--- config.mk ---
export PLATFORM = sky130hd
export DESIGN_NAME = string_escape_decoder
export DESIGN_NICKNAME = d
export VERILOG_FILES = /design/src/sv/sed_pkg.sv /design/src/sv/sed_front.sv /design/src/sv/sed_queue.sv /design/src/sv/sed_back.sv /design/src/sv/string_escape_decoder.sv
export SDC_FILE = /design/constraint.sdc
export NUM_CORES = 1
export LEC_CHECK = 0
export BUFFER_PORTS_ARGS = -buffer_cell sky130_fd_sc_hd__buf_2
export CAP_MARGIN = 20
export CORE_UTILIZATION = 65
export CTS_BUF_LIST = sky130_fd_sc_hd__clkbuf_2
export DETAILED_ROUTE_END_ITERATION = 16
export MAX_ROUTING_LAYER = met4
export PLACE_DENSITY = 0.83
export SLEW_MARGIN = 20
export SYNTH_ARGS = -nofsm -noshare
export SYNTH_HDL_FRONTEND = slang
export SYNTH_HIERARCHICAL = 1
export SYNTH_SLANG_ARGS = --single-unit
--- constraint.sdc ---
create_clock -name i_clk -period 9.4 [get_ports i_clk]
set_input_delay 0.47 -clock i_clk [delete_from_list [all_inputs] [get_ports i_clk]]
set_output_delay 0.47 -clock i_clk [all_outputs]
set_load 0.02 [all_outputs]
--- src/sv/sed_pkg.sv ---
// Package for the string escape decoder: character codes, result kinds,
// decoder modes, queue entry types and the escape lookup functions.
// No dependencies.
package sed_pkg;

    localparam logic [7:0] CH_BACKSLASH    = 8'h5C;
    localparam logic [7:0] CH_DQUOTE       = 8'h22;
    localparam logic [7:0] CH_SQUOTE       = 8'h27;
    localparam logic [7:0] CH_QMARK        = 8'h3F;
    localparam logic [7:0] CH_NUL          = 8'h00;
    localparam logic [7:0] CH_ZERO         = 8'h30;
    localparam logic [7:0] CH_SEVEN        = 8'h37;
    localparam logic [7:0] CH_NINE         = 8'h39;
    localparam logic [7:0] CH_UPPER_A      = 8'h41;
    localparam logic [7:0] CH_LOWER_A      = 8'h61;
    localparam logic [7:0] CH_LOWER_Z      = 8'h7A;
    localparam logic [7:0] CH_LOWER_X      = 8'h78;
    localparam logic [7:0] CASE_OFFSET     = 8'h20;
    localparam int         HEX_LETTER_BASE = 10;
    localparam logic [3:0] HEX_ADJ         = 4'(HEX_LETTER_BASE - int'(CH_UPPER_A));
    localparam logic [1:0] OCT_MAX_DIGITS  = 2'd3;
    localparam logic [1:0] HEX_LAST_DIGIT  = 2'd1;

    // Result queue sizing
    localparam int Q_DEPTH = 4;
    localparam int Q_PTR_W = $clog2(Q_DEPTH);
    localparam int Q_CNT_W = $clog2(Q_DEPTH + 1);

    typedef enum logic [1:0] {
        KIND_DATA   = 2'd0,
        KIND_CLOSED = 2'd1,
        KIND_ERROR  = 2'd2
    } t_kind;

    typedef enum logic [3:0] {
        MODE_PLAIN = 4'b0001,
        MODE_ESC   = 4'b0010,
        MODE_OCT   = 4'b0100,
        MODE_HEX   = 4'b1000
    } t_mode;

    typedef struct packed {
        logic [7:0] out_byte;
        t_kind      kind;
    } t_result;

    // All results caused by one item
    typedef struct packed {
        t_result first;
        logic    has_second;
        t_result second;
    } t_pair;

    typedef struct packed {
        logic               full;
        logic               empty;
        logic [Q_CNT_W-1:0] count;
    } t_q_status;

    // {hit, value} for the single-character escapes
    function automatic logic [8:0] simple_escape(input logic [7:0] c);
        logic [8:0] r;
        case (c)
            8'h61:        r = {1'b1, 8'h07};
            8'h62:        r = {1'b1, 8'h08};
            8'h66:        r = {1'b1, 8'h0C};
            8'h6E:        r = {1'b1, 8'h0A};
            8'h72:        r = {1'b1, 8'h0D};
            8'h74:        r = {1'b1, 8'h09};
            8'h76:        r = {1'b1, 8'h0B};
            CH_BACKSLASH: r = {1'b1, CH_BACKSLASH};
            CH_SQUOTE:    r = {1'b1, CH_SQUOTE};
            CH_DQUOTE:    r = {1'b1, CH_DQUOTE};
            CH_QMARK:     r = {1'b1, CH_QMARK};
            default:      r = 9'd0;
        endcase
        return r;
    endfunction

    // Any character counts as a hex digit; non-hex letters wrap in 4 bits
    function automatic logic [3:0] hex_value(input logic [7:0] c);
        logic [7:0] u;
        logic [7:0] d;
        d = c - CH_ZERO;
        u = (c >= CH_LOWER_A && c <= CH_LOWER_Z) ? c - CASE_OFFSET : c;
        if (c >= CH_ZERO && c <= CH_NINE) begin
            return d[3:0];
        end
        return u[3:0] + HEX_ADJ;
    endfunction

endpackage

--- src/sv/sed_front.sv ---
// Front end of the string escape decoder: classifies each accepted item,
// keeps the escape state and forms the results it causes.
// Depends on sed_pkg.
module sed_front (
    input  logic          i_clk,
    input  logic          i_rst_n,
    input  logic          i_accept,
    input  logic [7:0]    i_ch,
    input  logic          i_end_of_input,
    output logic          o_push,
    output sed_pkg::t_pair o_pair
);

    sed_pkg::t_mode r_mode, n_mode;
    logic [7:0]     r_accum, n_accum;
    logic [1:0]     r_count, n_count;
    logic           w_emit;
    logic [8:0]     w_simple;
    logic [7:0]     w_oct_d;
    logic           w_is_oct;
    logic           w_is_close;
    logic           w_is_bs;
    logic [1:0]     w_count_inc;

    always_comb begin
        w_simple    = sed_pkg::simple_escape(i_ch);
        w_oct_d     = i_ch - sed_pkg::CH_ZERO;
        w_is_oct    = (i_ch >= sed_pkg::CH_ZERO) && (i_ch <= sed_pkg::CH_SEVEN);
        w_is_close  = (i_ch == sed_pkg::CH_DQUOTE) || (i_ch == sed_pkg::CH_NUL);
        w_is_bs     = (i_ch == sed_pkg::CH_BACKSLASH);
        w_count_inc = r_count + 2'd1;

        n_mode  = r_mode;
        n_accum = r_accum;
        n_count = r_count;
        w_emit  = 1'b0;
        o_pair  = '0;
        o_pair.first.kind  = sed_pkg::KIND_DATA;
        o_pair.second.kind = sed_pkg::KIND_DATA;

        if (i_end_of_input) begin
            w_emit = 1'b1;
            o_pair.first.kind = sed_pkg::KIND_ERROR;
            n_mode  = sed_pkg::MODE_PLAIN;
            n_accum = '0;
            n_count = '0;
        end else begin
            case (r_mode)
                sed_pkg::MODE_ESC: begin
                    if (w_simple[8]) begin
                        w_emit = 1'b1;
                        o_pair.first.out_byte = w_simple[7:0];
                        n_mode = sed_pkg::MODE_PLAIN;
                    end else if (w_is_oct) begin
                        n_accum = w_oct_d;
                        n_count = 2'd1;
                        n_mode  = sed_pkg::MODE_OCT;
                    end else if (i_ch == sed_pkg::CH_LOWER_X) begin
                        n_accum = '0;
                        n_count = '0;
                        n_mode  = sed_pkg::MODE_HEX;
                    end else begin
                        n_mode = sed_pkg::MODE_PLAIN;
                    end
                end
                sed_pkg::MODE_OCT: begin
                    if (w_is_oct) begin
                        n_accum = {r_accum[4:0], 3'b000} + w_oct_d;
                        n_count = w_count_inc;
                        if (w_count_inc == sed_pkg::OCT_MAX_DIGITS) begin
                            w_emit = 1'b1;
                            o_pair.first.out_byte = n_accum;
                            n_mode  = sed_pkg::MODE_PLAIN;
                            n_accum = '0;
                            n_count = '0;
                        end
                    end else begin
                        // Emit the short run, then treat this character as plain text
                        w_emit = 1'b1;
                        o_pair.first.out_byte = r_accum;
                        n_mode  = sed_pkg::MODE_PLAIN;
                        n_accum = '0;
                        n_count = '0;
                        if (w_is_close) begin
                            o_pair.has_second  = 1'b1;
                            o_pair.second.kind = sed_pkg::KIND_CLOSED;
                        end else if (w_is_bs) begin
                            n_mode = sed_pkg::MODE_ESC;
                        end else begin
                            o_pair.has_second      = 1'b1;
                            o_pair.second.out_byte = i_ch;
                        end
                    end
                end
                sed_pkg::MODE_HEX: begin
                    n_accum = {r_accum[3:0], sed_pkg::hex_value(i_ch)};
                    if (r_count == sed_pkg::HEX_LAST_DIGIT) begin
                        w_emit = 1'b1;
                        o_pair.first.out_byte = n_accum;
                        n_mode  = sed_pkg::MODE_PLAIN;
                        n_accum = '0;
                        n_count = '0;
                    end else begin
                        n_count = w_count_inc;
                    end
                end
                default: begin
                    n_mode = sed_pkg::MODE_PLAIN;
                    if (w_is_close) begin
                        w_emit = 1'b1;
                        o_pair.first.kind = sed_pkg::KIND_CLOSED;
                        n_accum = '0;
                        n_count = '0;
                    end else if (w_is_bs) begin
                        n_mode = sed_pkg::MODE_ESC;
                    end else begin
                        w_emit = 1'b1;
                        o_pair.first.out_byte = i_ch;
                    end
                end
            endcase
        end
    end

    assign o_push = i_accept && w_emit;

    always_ff @(posedge i_clk) begin
        if (!i_rst_n) begin
            r_mode  <= sed_pkg::MODE_PLAIN;
            r_accum <= '0;
            r_count <= '0;
        end else if (i_accept) begin
            r_mode  <= n_mode;
            r_accum <= n_accum;
            r_count <= n_count;
        end
    end

endmodule

--- src/sv/sed_queue.sv ---
// Short result queue between front and back of the string escape decoder.
// Holds one entry per item that caused results. Depends on sed_pkg.
module sed_queue (
    input  logic                 i_clk,
    input  logic                 i_rst_n,
    input  logic                 i_push,
    input  sed_pkg::t_pair       i_pair,
    input  logic                 i_pop,
    output sed_pkg::t_pair       o_head,
    output sed_pkg::t_q_status   o_status
);

    sed_pkg::t_pair                r_mem [sed_pkg::Q_DEPTH];
    logic [sed_pkg::Q_PTR_W-1:0]   r_wr;
    logic [sed_pkg::Q_PTR_W-1:0]   r_rd;
    logic [sed_pkg::Q_CNT_W-1:0]   r_count;

    assign o_head          = r_mem[r_rd];
    assign o_status.count  = r_count;
    assign o_status.empty  = (r_count == '0);
    assign o_status.full   = (r_count == sed_pkg::Q_CNT_W'(sed_pkg::Q_DEPTH));

    always_ff @(posedge i_clk) begin
        if (i_push) begin
            r_mem[r_wr] <= i_pair;
        end
    end

    always_ff @(posedge i_clk) begin
        if (!i_rst_n) begin
            r_wr    <= '0;
            r_rd    <= '0;
            r_count <= '0;
        end else begin
            if (i_push) begin
                r_wr <= r_wr + 1'b1;
            end
            if (i_pop) begin
                r_rd <= r_rd + 1'b1;
            end
            case ({i_push, i_pop})
                2'b10:   r_count <= r_count + 1'b1;
                2'b01:   r_count <= r_count - 1'b1;
                default: r_count <= r_count;
            endcase
        end
    end

endmodule

--- src/sv/sed_back.sv ---
// Back end of the string escape decoder: unpacks queue entries into
// single results and holds them in the output register. Depends on sed_pkg.
module sed_back (
    input  logic           i_clk,
    input  logic           i_rst_n,
    input  sed_pkg::t_pair i_head,
    input  logic           i_head_valid,
    output logic           o_pop,
    input  logic           i_out_ready,
    output logic           o_out_valid,
    output logic [7:0]     o_out_byte,
    output logic [1:0]     o_kind,
    output logic           o_last
);

    logic            r_valid;
    logic            r_pend;
    sed_pkg::t_result r_pend_res;
    sed_pkg::t_result r_res;
    logic            r_last;
    logic            w_load;

    assign w_load = !r_valid || i_out_ready;
    assign o_pop  = w_load && !r_pend && i_head_valid;

    always_ff @(posedge i_clk) begin
        if (!i_rst_n) begin
            r_valid <= 1'b0;
            r_pend  <= 1'b0;
        end else if (w_load) begin
            if (r_pend) begin
                r_valid <= 1'b1;
                r_pend  <= 1'b0;
            end else begin
                r_valid <= i_head_valid;
                r_pend  <= i_head_valid && i_head.has_second;
            end
        end
    end

    always_ff @(posedge i_clk) begin
        if (w_load) begin
            if (r_pend) begin
                r_res  <= r_pend_res;
                r_last <= 1'b1;
            end else begin
                r_res      <= i_head.first;
                r_last     <= !i_head.has_second;
                r_pend_res <= i_head.second;
            end
        end
    end

    assign o_out_valid = r_valid;
    assign o_out_byte  = r_res.out_byte;
    assign o_kind      = r_res.kind;
    assign o_last      = r_last;

endmodule

--- src/sv/string_escape_decoder.sv ---
// Top level of the string escape decoder: front end, result queue, back end.
// Depends on sed_pkg, sed_front, sed_queue and sed_back.
//
// Decodes the body of a C-style string literal, one raw character per input
// item, starting after the opening quote. Each item yields zero, one or two
// results (o_kind: data byte, string closed, or unterminated error); o_last
// marks the final result of an item. Simple escapes, one to three octal
// digits (truncated to 8 bits) and exactly two hex digits after 'x' are
// decoded; an unknown escape is dropped together with its backslash. A
// double quote or a zero byte closes the string; i_end_of_input raises the
// error result and discards any partial escape. After a close or an error
// the decoder starts afresh on the next literal. Rate: one item is accepted
// per cycle while the four-entry result queue has room; the queue entry of
// an item holds all its results, and the output register presents one result
// per cycle while i_out_ready is high, so an item that ends an octal run
// early with a character that gives its own result presents its two results
// in turn. The queue entry is written when the item is accepted and is then
// moved into the output register, which drives the outputs. No clearing pass
// is needed after reset.
module string_escape_decoder (
    input  logic       i_clk,
    input  logic       i_rst_n,
    input  logic       i_in_valid,
    output logic       o_in_ready,
    input  logic [7:0] i_ch,
    input  logic       i_end_of_input,
    output logic       o_out_valid,
    input  logic       i_out_ready,
    output logic [7:0] o_out_byte,
    output logic [1:0] o_kind,
    output logic       o_last
);

    logic                w_accept;
    logic                w_push;
    logic                w_pop;
    sed_pkg::t_pair      w_pair;
    sed_pkg::t_pair      w_head;
    sed_pkg::t_q_status  w_q_status;

    // Accept whenever the queue can take one more entry
    assign o_in_ready = !w_q_status.full;
    assign w_accept   = i_in_valid && o_in_ready;

    sed_front u_front (
        .i_clk          (i_clk),
        .i_rst_n        (i_rst_n),
        .i_accept       (w_accept),
        .i_ch           (i_ch),
        .i_end_of_input (i_end_of_input),
        .o_push         (w_push),
        .o_pair         (w_pair)
    );

    sed_queue u_queue (
        .i_clk    (i_clk),
        .i_rst_n  (i_rst_n),
        .i_push   (w_push),
        .i_pair   (w_pair),
        .i_pop    (w_pop),
        .o_head   (w_head),
        .o_status (w_q_status)
    );

    // Drain the queue one result per cycle into the output register whenever it is empty or being taken
    sed_back u_back (
        .i_clk        (i_clk),
        .i_rst_n      (i_rst_n),
        .i_head       (w_head),
        .i_head_valid (!w_q_status.empty),
        .o_pop        (w_pop),
        .i_out_ready  (i_out_ready),
        .o_out_valid  (o_out_valid),
        .o_out_byte   (o_out_byte),
        .o_kind       (o_kind),
        .o_last       (o_last)
    );

    // An error ends every item that causes it
    a_error_last : assert property (@(posedge i_clk) disable iff (!i_rst_n)
        (o_out_valid && o_kind == sed_pkg::KIND_ERROR) |-> o_last)
        else $error("error result not marked last");

    // Close and error results carry a zero byte
    a_ctrl_zero : assert property (@(posedge i_clk) disable iff (!i_rst_n)
        (o_out_valid && o_kind != sed_pkg::KIND_DATA) |-> (o_out_byte == 8'd0))
        else $error("non-data result with non-zero byte");

    // Only the decoded octal byte can be followed by another result
    a_first_is_data : assert property (@(posedge i_clk) disable iff (!i_rst_n)
        (o_out_valid && !o_last) |-> (o_kind == sed_pkg::KIND_DATA))
        else $error("non-last result is not a data byte");

    // Queue occupancy stays within its depth
    a_q_bound : assert property (@(posedge i_clk) disable iff (!i_rst_n)
        w_q_status.count <= sed_pkg::Q_CNT_W'(sed_pkg::Q_DEPTH))
        else $error("result queue overflow");

endmodule
# Yosys cells after proc, flatten, opt, wreduce, memory -nomap -nowiden
# Memories as Yosys holds them, arrays and structs flattened. A register that Yosys moved wholly into a read port is not among the register bits.
# Cells that the tools add are included.
[word_totals]
ff_bits = 44
mem_count = 1
mem_bits_rw = 84
output_inout_bits = 13
in_bits = 13
[op_classes]
n_eq_ne = 24
muxes = 68
n_lt_le_gt_ge = 5
addsub = 9
bitwise = 1
n_reduce_logical = 23
[memory_table]
columns = ["name", "words", "word_bits", "read_ports", "rd_ports_with_merged_regs", "wr", "line_no", "source"]
rows = [
  ["u_queue.r_mem", 4, 21, 1, 1, 1, "sed_queue.sv:13", "sed_pkg::t_pair r_mem [sed_pkg::Q_DEPTH];"],
]
[ops]
columns = ["operator", "count"]
rows = [
  ["$mux 8", 16],
  ["$pmux 9 s11", 1],
  ["$eq 8x7->1 const B", 9],
  ["$pmux 8 s3", 2],
  ["$mux 4", 11],
  ["$mux 11", 3],
  ["$mux 2", 13],
  ["$eq 8x6->1 const B", 3],
  ["$le 8x6->1 const B", 2],
  ["$mux 1", 16],
  ["$pmux 4 s3", 1],
  ["$mux 10", 1],
  ["$mux 9", 1],
  ["$add 8x8->8", 1],
  ["$ge 8x6->1 const B", 1],
  ["$ge 8x7->1 const B", 1],
  ["$le 8x7->1 const B", 1],
  ["$logic_and 1x1->1", 8],
  ["$logic_not 8->1", 1],
  ["$sub 8x6->8 const B", 1],
  ["$add 2x1->2 const B", 3],
  ["$pmux 2 s3", 1],
  ["$pmux 3 s2", 1],
  ["$logic_not 1->1", 5],
  ["other kinds (24)", 27],
]

# Depth between registers and ports, before layout
# Gate-level depths: netlist (run 1).
[depth]
depth_word = 9
mapped_depth = 15

# By module
# Netlist (run 1), hierarchy kept.
[by_module_without_submodules]
columns = ["module", "area_per_inst_um2", "n_inst", "seq_area_each_um2", "cells_each"]
rows = [
  ["sed_queue", 3482.1, 1, 2702.6, 155],
  ["sed_front", 2038.2, 1, 280.3, 283],
  ["sed_back", 900.9, 1, 670.6, 44],
  ["string_escape_decoder", 13.8, 1, 0.0, 3],
]

# Worst setup path before layout (run 1)
# Ideal clock, no wire load.
[synth_path]
kind = "input-to-reg"
from = "input i_ch[0]"
to = "register u_queue/r_count[2] (netlist bit)"
setup_slack_ps = 6259
path_buffers = 0
t_arrival_ps = 3065
cell_stages = 15
t_required_ps = 9324
cell_sequence = "inv_1 > ha_1 > and3_1 > o21ai_0 > a21oi_1 > o31a_1 > nor3_1 > a21boi_1 > inv_1 > ha_1 > inv_1 > fa_1 > xor2_1 > or3_1 > a21boi_0"
[synth_between]
elab_chain_len = 8
word_cells_on_any_way = 28
classes_between = "order compare (2); eq/ne (13); mux (8); reduce/logical (5)"
[synth_lines]
columns = ["item", "line_no", "source"]
rows = [
  ["start: declaration", "string_escape_decoder.sv:25", "input logic [7:0] i_ch,"],
  ["$ge 8x6->1, or another cell as far along", "sed_front.sv:28", "w_is_oct = (i_ch >= sed_pkg::CH_ZERO) && (i_ch <= sed_pkg::CH_SEVEN);"],
  ["$logic_and 1x1->1, or another cell as far along", "sed_front.sv:28", ""],
  ["$mux 1 (on tied branches)", "sed_front.sv:67, sed_front.sv:50, sed_front.sv:109", ""],
  ["$pmux 1 s3 *", "sed_front.sv:48", "case (r_mode)"],
  ["$mux 1 *", "sed_front.sv:41", "if (i_end_of_input) begin"],
  ["$logic_and 1x1->1 *", "sed_front.sv:125", "assign o_push = i_accept && w_emit;"],
  ["via w_push", "string_escape_decoder.sv:35", "logic w_push;"],
  ["$eq 2x1->1 or $eq 2x2->1 (tied branches)", "sed_queue.sv:41", "case ({i_push, i_pop})"],
  ["$pmux 3 s2 or $reduce_bool 2->1 (tied branches)", "--", ""],
  ["end signal: assignment", "sed_queue.sv:42", "2'b10: r_count <= r_count + 1'b1;"],
  ["end signal: assignment", "sed_queue.sv:43", "2'b01: r_count <= r_count - 1'b1;"],
  ["end signal: assignment", "sed_queue.sv:44", "default: r_count <= r_count;"],
  ["end: declaration", "sed_queue.sv:16", "logic [sed_pkg::Q_CNT_W-1:0] r_count;"],
]
# Mark *: on every way through the listed nets, which the timed path passes. The rest lies on a longest branch.
# A chain may end at the register's enable or synchronous reset.

# Worst setup path in the final report (run 1)
[layout_path]
from = "register u_front.r_mode[1]"
to = "register u_queue/r_count[2] (netlist bit)"
[layout_between]
elab_chain_len = 6
word_cells_on_any_way = 10
classes_between = "eq/ne (5); mux (3); reduce/logical (2)"
[layout_lines]
columns = ["item", "line_no", "source"]
rows = [
  ["start: declaration", "sed_front.sv:14", "sed_pkg::t_mode r_mode, n_mode;"],
  ["start signal: assignment", "sed_front.sv:129", "r_mode <= sed_pkg::MODE_PLAIN;"],
  ["start signal: assignment", "sed_front.sv:133", "r_mode <= n_mode;"],
  ["$eq 4x4->1, or another cell as far along", "sed_front.sv:48", ""],
  ["$pmux 1 s3 *", "sed_front.sv:48", ""],
  ["$mux 1 *", "sed_front.sv:41", ""],
  ["$logic_and 1x1->1 *", "sed_front.sv:125", ""],
  ["via w_push", "string_escape_decoder.sv:35", ""],
  ["$eq 2x1->1 or $eq 2x2->1 (tied branches)", "sed_queue.sv:41", ""],
  ["$pmux 3 s2 or $reduce_bool 2->1 (tied branches)", "--", ""],
]
# Marks and branches as above.

==> results of run 1 <==
[routing by layer]
metal	up-vias	routed length (um)	global-route usage (%)
li1	1895	-	-
met1	2077	5900	40.9
met2	240	6990	47.5
met3	31	1170	6.76
met4	0	250	9.81
met5	-	0	-
[path summary, 6_finish.rpt]
check,from,endpoint,slack (ps),cells past startpoint
setup / recovery,u_front/r_mode[1]$_SDFFE_PN0P_,u_queue/r_count[2]$_SDFFE_PN0P_,5870,12
hold / removal,i_out_ready,u_back/r_pend$_SDFFE_PN0N_,110,3
setup reg to reg,u_front/r_mode[1]$_SDFFE_PN0P_,u_queue/r_count[2]$_SDFFE_PN0P_,5870,12
hold reg to reg,u_front/r_accum[5]$_SDFFE_PN0P_,u_front/r_accum[5]$_SDFFE_PN0P_,470,2
[power breakdown]
| group | switching (mW) | leakage (nW) | total, mW | internal, mW |
|---|---|---|---|---|
| Clock | 0.242 | 0.129 | 0.324 | 0.0822 |
| Combinational | 0.202 | 0.978 | 0.371 | 0.169 |
| Sequential | 0.0511 | 1.22 | 0.798 | 0.747 |
| Total | 0.494 | 2.33 | 1.49 | 0.998 |
[stage by stage]
| stage | setup WS [ps] | total power, mW | cells |
|---|---|---|---|
| 2_1_floorplan | 6260 | 1.08 | 485 |
| 3_3_place_gp | 5740 | 1.16 | 612 |
| 3_5_place_dp | 5570 | 1.18 | 612 |
| 4_1_cts | 5890 | 1.51 | 644 |
| 5_1_grt | 5690 | 1.57 | 644 |
| 6_report | 5870 | 1.49 | 644 |
[state kept, by name, indices dropped and copies added (netlist names), named ones only]
register,count
u_queue/r_mem,84
u_back/r_pend_res,10
u_back/o_out_byte,8
u_front/r_accum,8
u_front/r_mode,4
u_queue/r_count,3
u_back/o_kind,2
u_front/r_count,2
u_queue/r_rd,2
u_queue/r_wr,2
u_back/o_last,1
u_back/o_out_valid,1
u_back/r_pend,1
[worst min-delay path: stages]
cell and delay (ps):
buf_2 80, nand4b_1 100, o31ai_1 70
[final cells by class]
cell class / count / area share [%]
flip-flops and latches: 130 / 53.8
multi-input cells: 307 / 37.3
clock inverters: 15 / 2.12
inverters: 19 / 1.05
clock buffers: 17 / 1.25
well taps: 129 / 2.38
repair buffers: 27 / 2.07
[cells by family (layout without fill, tap and decap cells)]
family / after synthesis / after routing
buf+inv: 48 / 78
flops: 130 / 130
mux: 36 / 36
compound gates: 92 / 92
xor+xnor: 14 / 14
other cells: 1 / 1
simple gates: 145 / 145
fa+ha+maj: 19 / 19
[synth_stat cells (9+ instances only)]
master / count
nand2_1: 30
dfxtp_1: 25
nor2b_1: 10
a21oi_1: 25
inv_1: 19
edfxtp_1: 105
mux4_2: 20
nor2_1: 23
buf_2: 9
xnor2_1: 11
clkbuf_1: 11
o21ai_0: 12
nor3_1: 18
and2_1: 13
ha_1: 17
[cells in the final DEF (no fill, tap or decap), types with 5 or more instances in the layout]
cell and n:
a21boi_1 6, a21o_1 6, a21oi_1 25, and2_1 12
and3_1 5, buf_2 25, clkbuf_2 17, dfxtp_1 25
edfxtp_1 105, ha_1 17, inv_1 19, mux2_2 5
mux2_4 6, mux4_2 20, nand2_1 30, nand2b_1 5
nand3_1 8, nor2_1 23, nor2b_1 10, nor3_1 18
nor3b_1 5, o21ai_0 12, o31ai_1 5, xnor2_1 11
==> run metrics, run 1 <==
Bufs and invs on worst path 2; total global routing overflow 0; Max stage delay cell, worst path or4b_1; H-tree depth 4; post-cts resize count 0; number of synthesized flops with an enable pin 105; clk buf depth 2; DRC viols 0; DR iter-0 viols 477; initial antenna violation count 0; Detailed Place HPWL 9820 um; Slew HR 26.3%; Most Frequent Cell on Critical Path inv_1; Pre-antenna DRT Iters 7; Final Hold Vio Count 0; register area 0.00365 mm2; Hold Crit Class in2reg; mux share of post-synthesis cell area 10.3%; Die Y 102 um; top cell type's share of synthesized area 49.0%; clock tree sinks 130; critical path data required time 10,020 ps; WHS 109 ps; post-route minimum period 3530 ps; WS Path Type reg2reg; ys async rst share 0%; row count 35; GRT Total Usage 30.8%; CP max FO 10; first-pass GRT wire length 22,000 um; post-synthesis simple-gate area fraction 12.6%; family with the most delay on the worst path simple AND/OR/NAND/NOR gates; Final Net Count 534; setup TNS 0 ps; Port Buffers 25; area occupied by multi-input gates 0.00253 mm2; Leak 2.33 nW; Ant. Diodes 0; Final period util 37.6%; Worst-path clk slew 250 ps; crit-path cells or4b_1, o31ai_4, nor2_1, nor3_1, a21boi_1, inv_1, ha_1, inv_1, fa_1, xor2_1, or3_1, a21boi_0; Die Width 102 um; # fillers 641; via density per instance 6.59; distinct cell type count after synthesis 69; count of state elements after synthesis 130; CP Data Arrival Time 4150 ps; Fin Clk Skew 46.6 ps; post-synthesis instance area 0.00643 mm2; ANT nets after route 0; adder-cell share of the synthesized area 3.93%; Seq/Total Area, Yosys 56.8%; Post-synth top flop edfxtp_1; final wirelength 14,300 um; Post-Synthesis Cells 485; total core area 0.00942 mm2; Syn Nets 517; top area cells in the synthesized netlist edfxtp_1 (49%), dfxtp_1 (7.8%), mux4_2 (7.0%); hold buffer count at CTS 0; Wirelength per Cell 22.2 um; Crit. End Element flip-flop; max cap viols 0; via count 4,243; final design utilization 72.1%; pin count of the biggest net entering global routing 28; layout cells sized above 1 19.4%; crit start category flip-flop; placed inst area 0.00656 mm2; postcts setup bufs 0; Root Buffer clkbuf_2; P&R area growth vs syn 5.44%; Ys Warns 6; CTS tree done; worst slew pin tran 1110 ps; Post-Synth XOR/XNOR Area 1.91%; Mean Syn Cell Area 13.3 um2; vias in the first global route 3,989; Max Fclk 283 MHz; routability congestion estimate from global placement 0.975; VDD IR-drop max 0.000154 V; Die ar. 0.0103 mm2; Final setup viols 0; Final Max Slew Viols 0; largest family of logic cells by synthesized area simple AND/OR/NAND/NOR gates; Yosys top cell by area edfxtp_1; Pwr per Cell Area 220 mW/mm2; final std cell area, no fill 0.00679 mm2; Initial Utilization 68.3%; clk_lat worst skew 660 ps; number of CTS-inserted buffers 17; RSZ-0062 raised after global routing false; Compound-Gate Fraction of Synth Area 10.5%; status finished clean; delay of the slowest critical-path stage 700 ps; # IOs 26
(Power assumes the default switching activity.)
==> run 2, diff against run 1 <==
--- a/config.mk
+++ b/config.mk
@@ -7,11 +7,11 @@
 export LEC_CHECK = 0
 export BUFFER_PORTS_ARGS = -buffer_cell sky130_fd_sc_hd__buf_2
 export CAP_MARGIN = 20
-export CORE_UTILIZATION = 65
+export CORE_UTILIZATION = 64
 export CTS_BUF_LIST = sky130_fd_sc_hd__clkbuf_2
 export DETAILED_ROUTE_END_ITERATION = 16
 export MAX_ROUTING_LAYER = met4
-export PLACE_DENSITY = 0.83
+export PLACE_DENSITY = 0.82
 export SLEW_MARGIN = 20
 export SYNTH_ARGS = -nofsm -noshare
 export SYNTH_HDL_FRONTEND = slang
==> constraint.sdc (replaced) <==
create_clock -name i_clk -period 3.54 [get_ports i_clk]
set_input_delay 0.177 -clock i_clk [delete_from_list [all_inputs] [get_ports i_clk]]
set_output_delay 0.177 -clock i_clk [all_outputs]
set_load 0.02 [all_outputs]
==> run metrics, run 2 (synthesized netlist as in run 1, its figures left out) <==
status finished clean; max reg flops 84 (unchanged); final design utilization 72.7% (+0.63 points); total core area 0.00977 mm2 (+3.8%); Worst-path clk slew 190 ps (-60 ps); max cap viols 0 (unchanged); post-place setup slack 295 ps (-5270 ps); number of CTS-inserted buffers 17 (unchanged); first-pass GRT wire length 22,500 um (+2.0%); crit start category input port; Fin Clk Skew 31.3 ps (-15.4 ps); Die ar. 0.0105 mm2 (+1.5%); initial antenna violation count 0 (unchanged); DR iter-0 viols 347 (-27%); clock tree sinks 130 (unchanged); largest register by flop count u_queue/r_mem; Final Net Count 559 (+4.7%); Max Fclk 312 MHz; WS Path Type in2reg; Initial Utilization 65.8% (-2.5 points); Leak 2.51 nW (+7.6%); row count 36 (+2.9%); H-tree depth 4 (unchanged); placed insts 628 (+2.6%); Detailed Place HPWL 10,200 um (+3.9%); Crit. End Element flip-flop; P&R area growth vs syn 10.4%; post-route setup slack 331 ps (-5540 ps); Slew HR 34.3% (+8.0 points); Pre-antenna DRT Iters 5 (-2); # IOs 26 (unchanged); VDD IR-drop max 0.000471 V (+210%); DRC viols 0 (unchanged); Pwr per Cell Area 602 mW/mm2 (+170%); CP Data Arrival Time 3800 ps (-350 ps); vias in the first global route 4,044 (+1.4%); postcts setup bufs 0 (unchanged); final wirelength 14,600 um (+2.1%); Root Buffer clkbuf_2; commonest non-fill, non-tap cell in the layout edfxtp_1; pin count of the biggest net entering global routing 28 (unchanged); Final period util 90.7%; critical path data required time 4130 ps (-5890 ps); via density per instance 6.39 (-3.0%); most frequent cells in the layout edfxtp_1 (105), nand2_1 (30), buf_2 (25), dfxtp_1 (25), a21oi_1 (25); Wirelength per Cell 21.7 um (-2.3%); via count 4,300 (+1.3%); clk buf depth 2 (unchanged); GRT Total Usage 31.2% (+0.43 points); Ant. Diodes 0 (unchanged); ANT nets after route 0 (unchanged); Final Hold Vio Count 0 (unchanged); RSZ-0062 raised after global routing false; clk_lat worst skew 660 ps (about the same); total global routing overflow 0 (unchanged); Final Max Slew Viols 0 (unchanged); worst slew pin tran 982 ps (-124 ps); top flop regs u_queue/r_mem x84, u_back/r_pend_res x10; Hold Crit Class in2reg; internal reg-to-reg setup slack 340 ps (-5530 ps); post-route minimum period 3210 ps; routability congestion estimate from global placement 1.01 (+3.2%); CTS tree done; CP max FO 7 (-3); Final setup viols 0 (unchanged); fin cells 673 (+4.5%); layout cells sized above 1 20.4% (+0.95 points); setup TNS 0 ps (unchanged); Die Width 102 um (+0.76%); Die Y 102 um (+0.76%); Port Buffers 25 (unchanged)
-- run 2: changes by cell type in the layout (fill, tap and decap cells not counted), sizes merged --
cell,before,now
inv,27,22
buf,27,39
clkinv,3,4
bufinv,0,6
clkinvlp,4,1
dlygate4sd3,0,13
clkbuf,17,18
-- run 2: cell type report --
class / count / area [um2]
repair buffers: 52 / 360
fillers: 651 / 2670
well taps: 133 / 166
clock inverters: 14 / 231
inverters: 19 / 71.3
flip-flops and latches: 130 / 3650
clock buffers: 18 / 90.1
multi-input cells: 307 / 2530
-- run 2: worst paths after layout --
path,from,to,depth (start not counted)
min,i_in_valid,u_front/r_mode[0]$_SDFFE_PN1P_,4
min reg2reg,u_front/r_accum[5]$_SDFFE_PN0P_,u_front/r_accum[5]$_SDFFE_PN0P_,2
max reg2reg,u_front/r_mode[1]$_SDFFE_PN0P_,u_queue/r_count[2]$_SDFFE_PN0P_,12
max,i_ch[4],u_queue/r_count[2]$_SDFFE_PN0P_,16
-- run 2: critical path, cell delays in order --
cell and delay (ps):
dlygate4sd3_1 540, buf_2 180, inv_1 120, ha_1 300, mux2i_1 240, o32ai_2 160, o31a_1 370, nor3_1 260
a21boi_1 150, inv_1 80, ha_1 170, inv_1 60, fa_1 370, xor2_1 160, or3_1 290, a21boi_0 160
-- run 2: what timing repair did --
item / CTS / global route
hold endpoints to repair: 30 / 4
resized for setup: 0 / 1
setup endpoints to repair: 0 / 1
hold buffers: 11 / 2
-- run 2: power breakdown --
group          switching, mW  total [mW]  leakage (nW)  internal (mW)
combinational          0.559        1.03          1.10          0.474
clock                  0.530        1.14         0.184          0.608
sequential             0.127        2.11          1.22           1.98
total                   1.22        4.28          2.51           3.06
-- run 2: layer usage --
| layer | GRT usage, % | vias up | wire length [um] |
|---|---|---|---|
| met1 | 38.7 | 2132 | 5840 |
| met3 | 7.46 | 26 | 983 |
| met5 | - | - | 0 |
| met2 | 50.3 | 198 | 7450 |
| li1 | - | 1944 | - |
| met4 | 10.7 | 0 | 335 |
-- run 2: stage by stage --
step | hold slack (ps) | power, mW | instance area (um2)
after floorplan | 299 | 2.88 | 6430
after global placement | 441 | 3.11 | 6650
after detailed placement | 448 | 3.17 | 6650
after CTS | 6.17 | 4.31 | 7080
after global routing | 11.8 | 4.49 | 7110
final | 84.8 | 4.28 | 7110
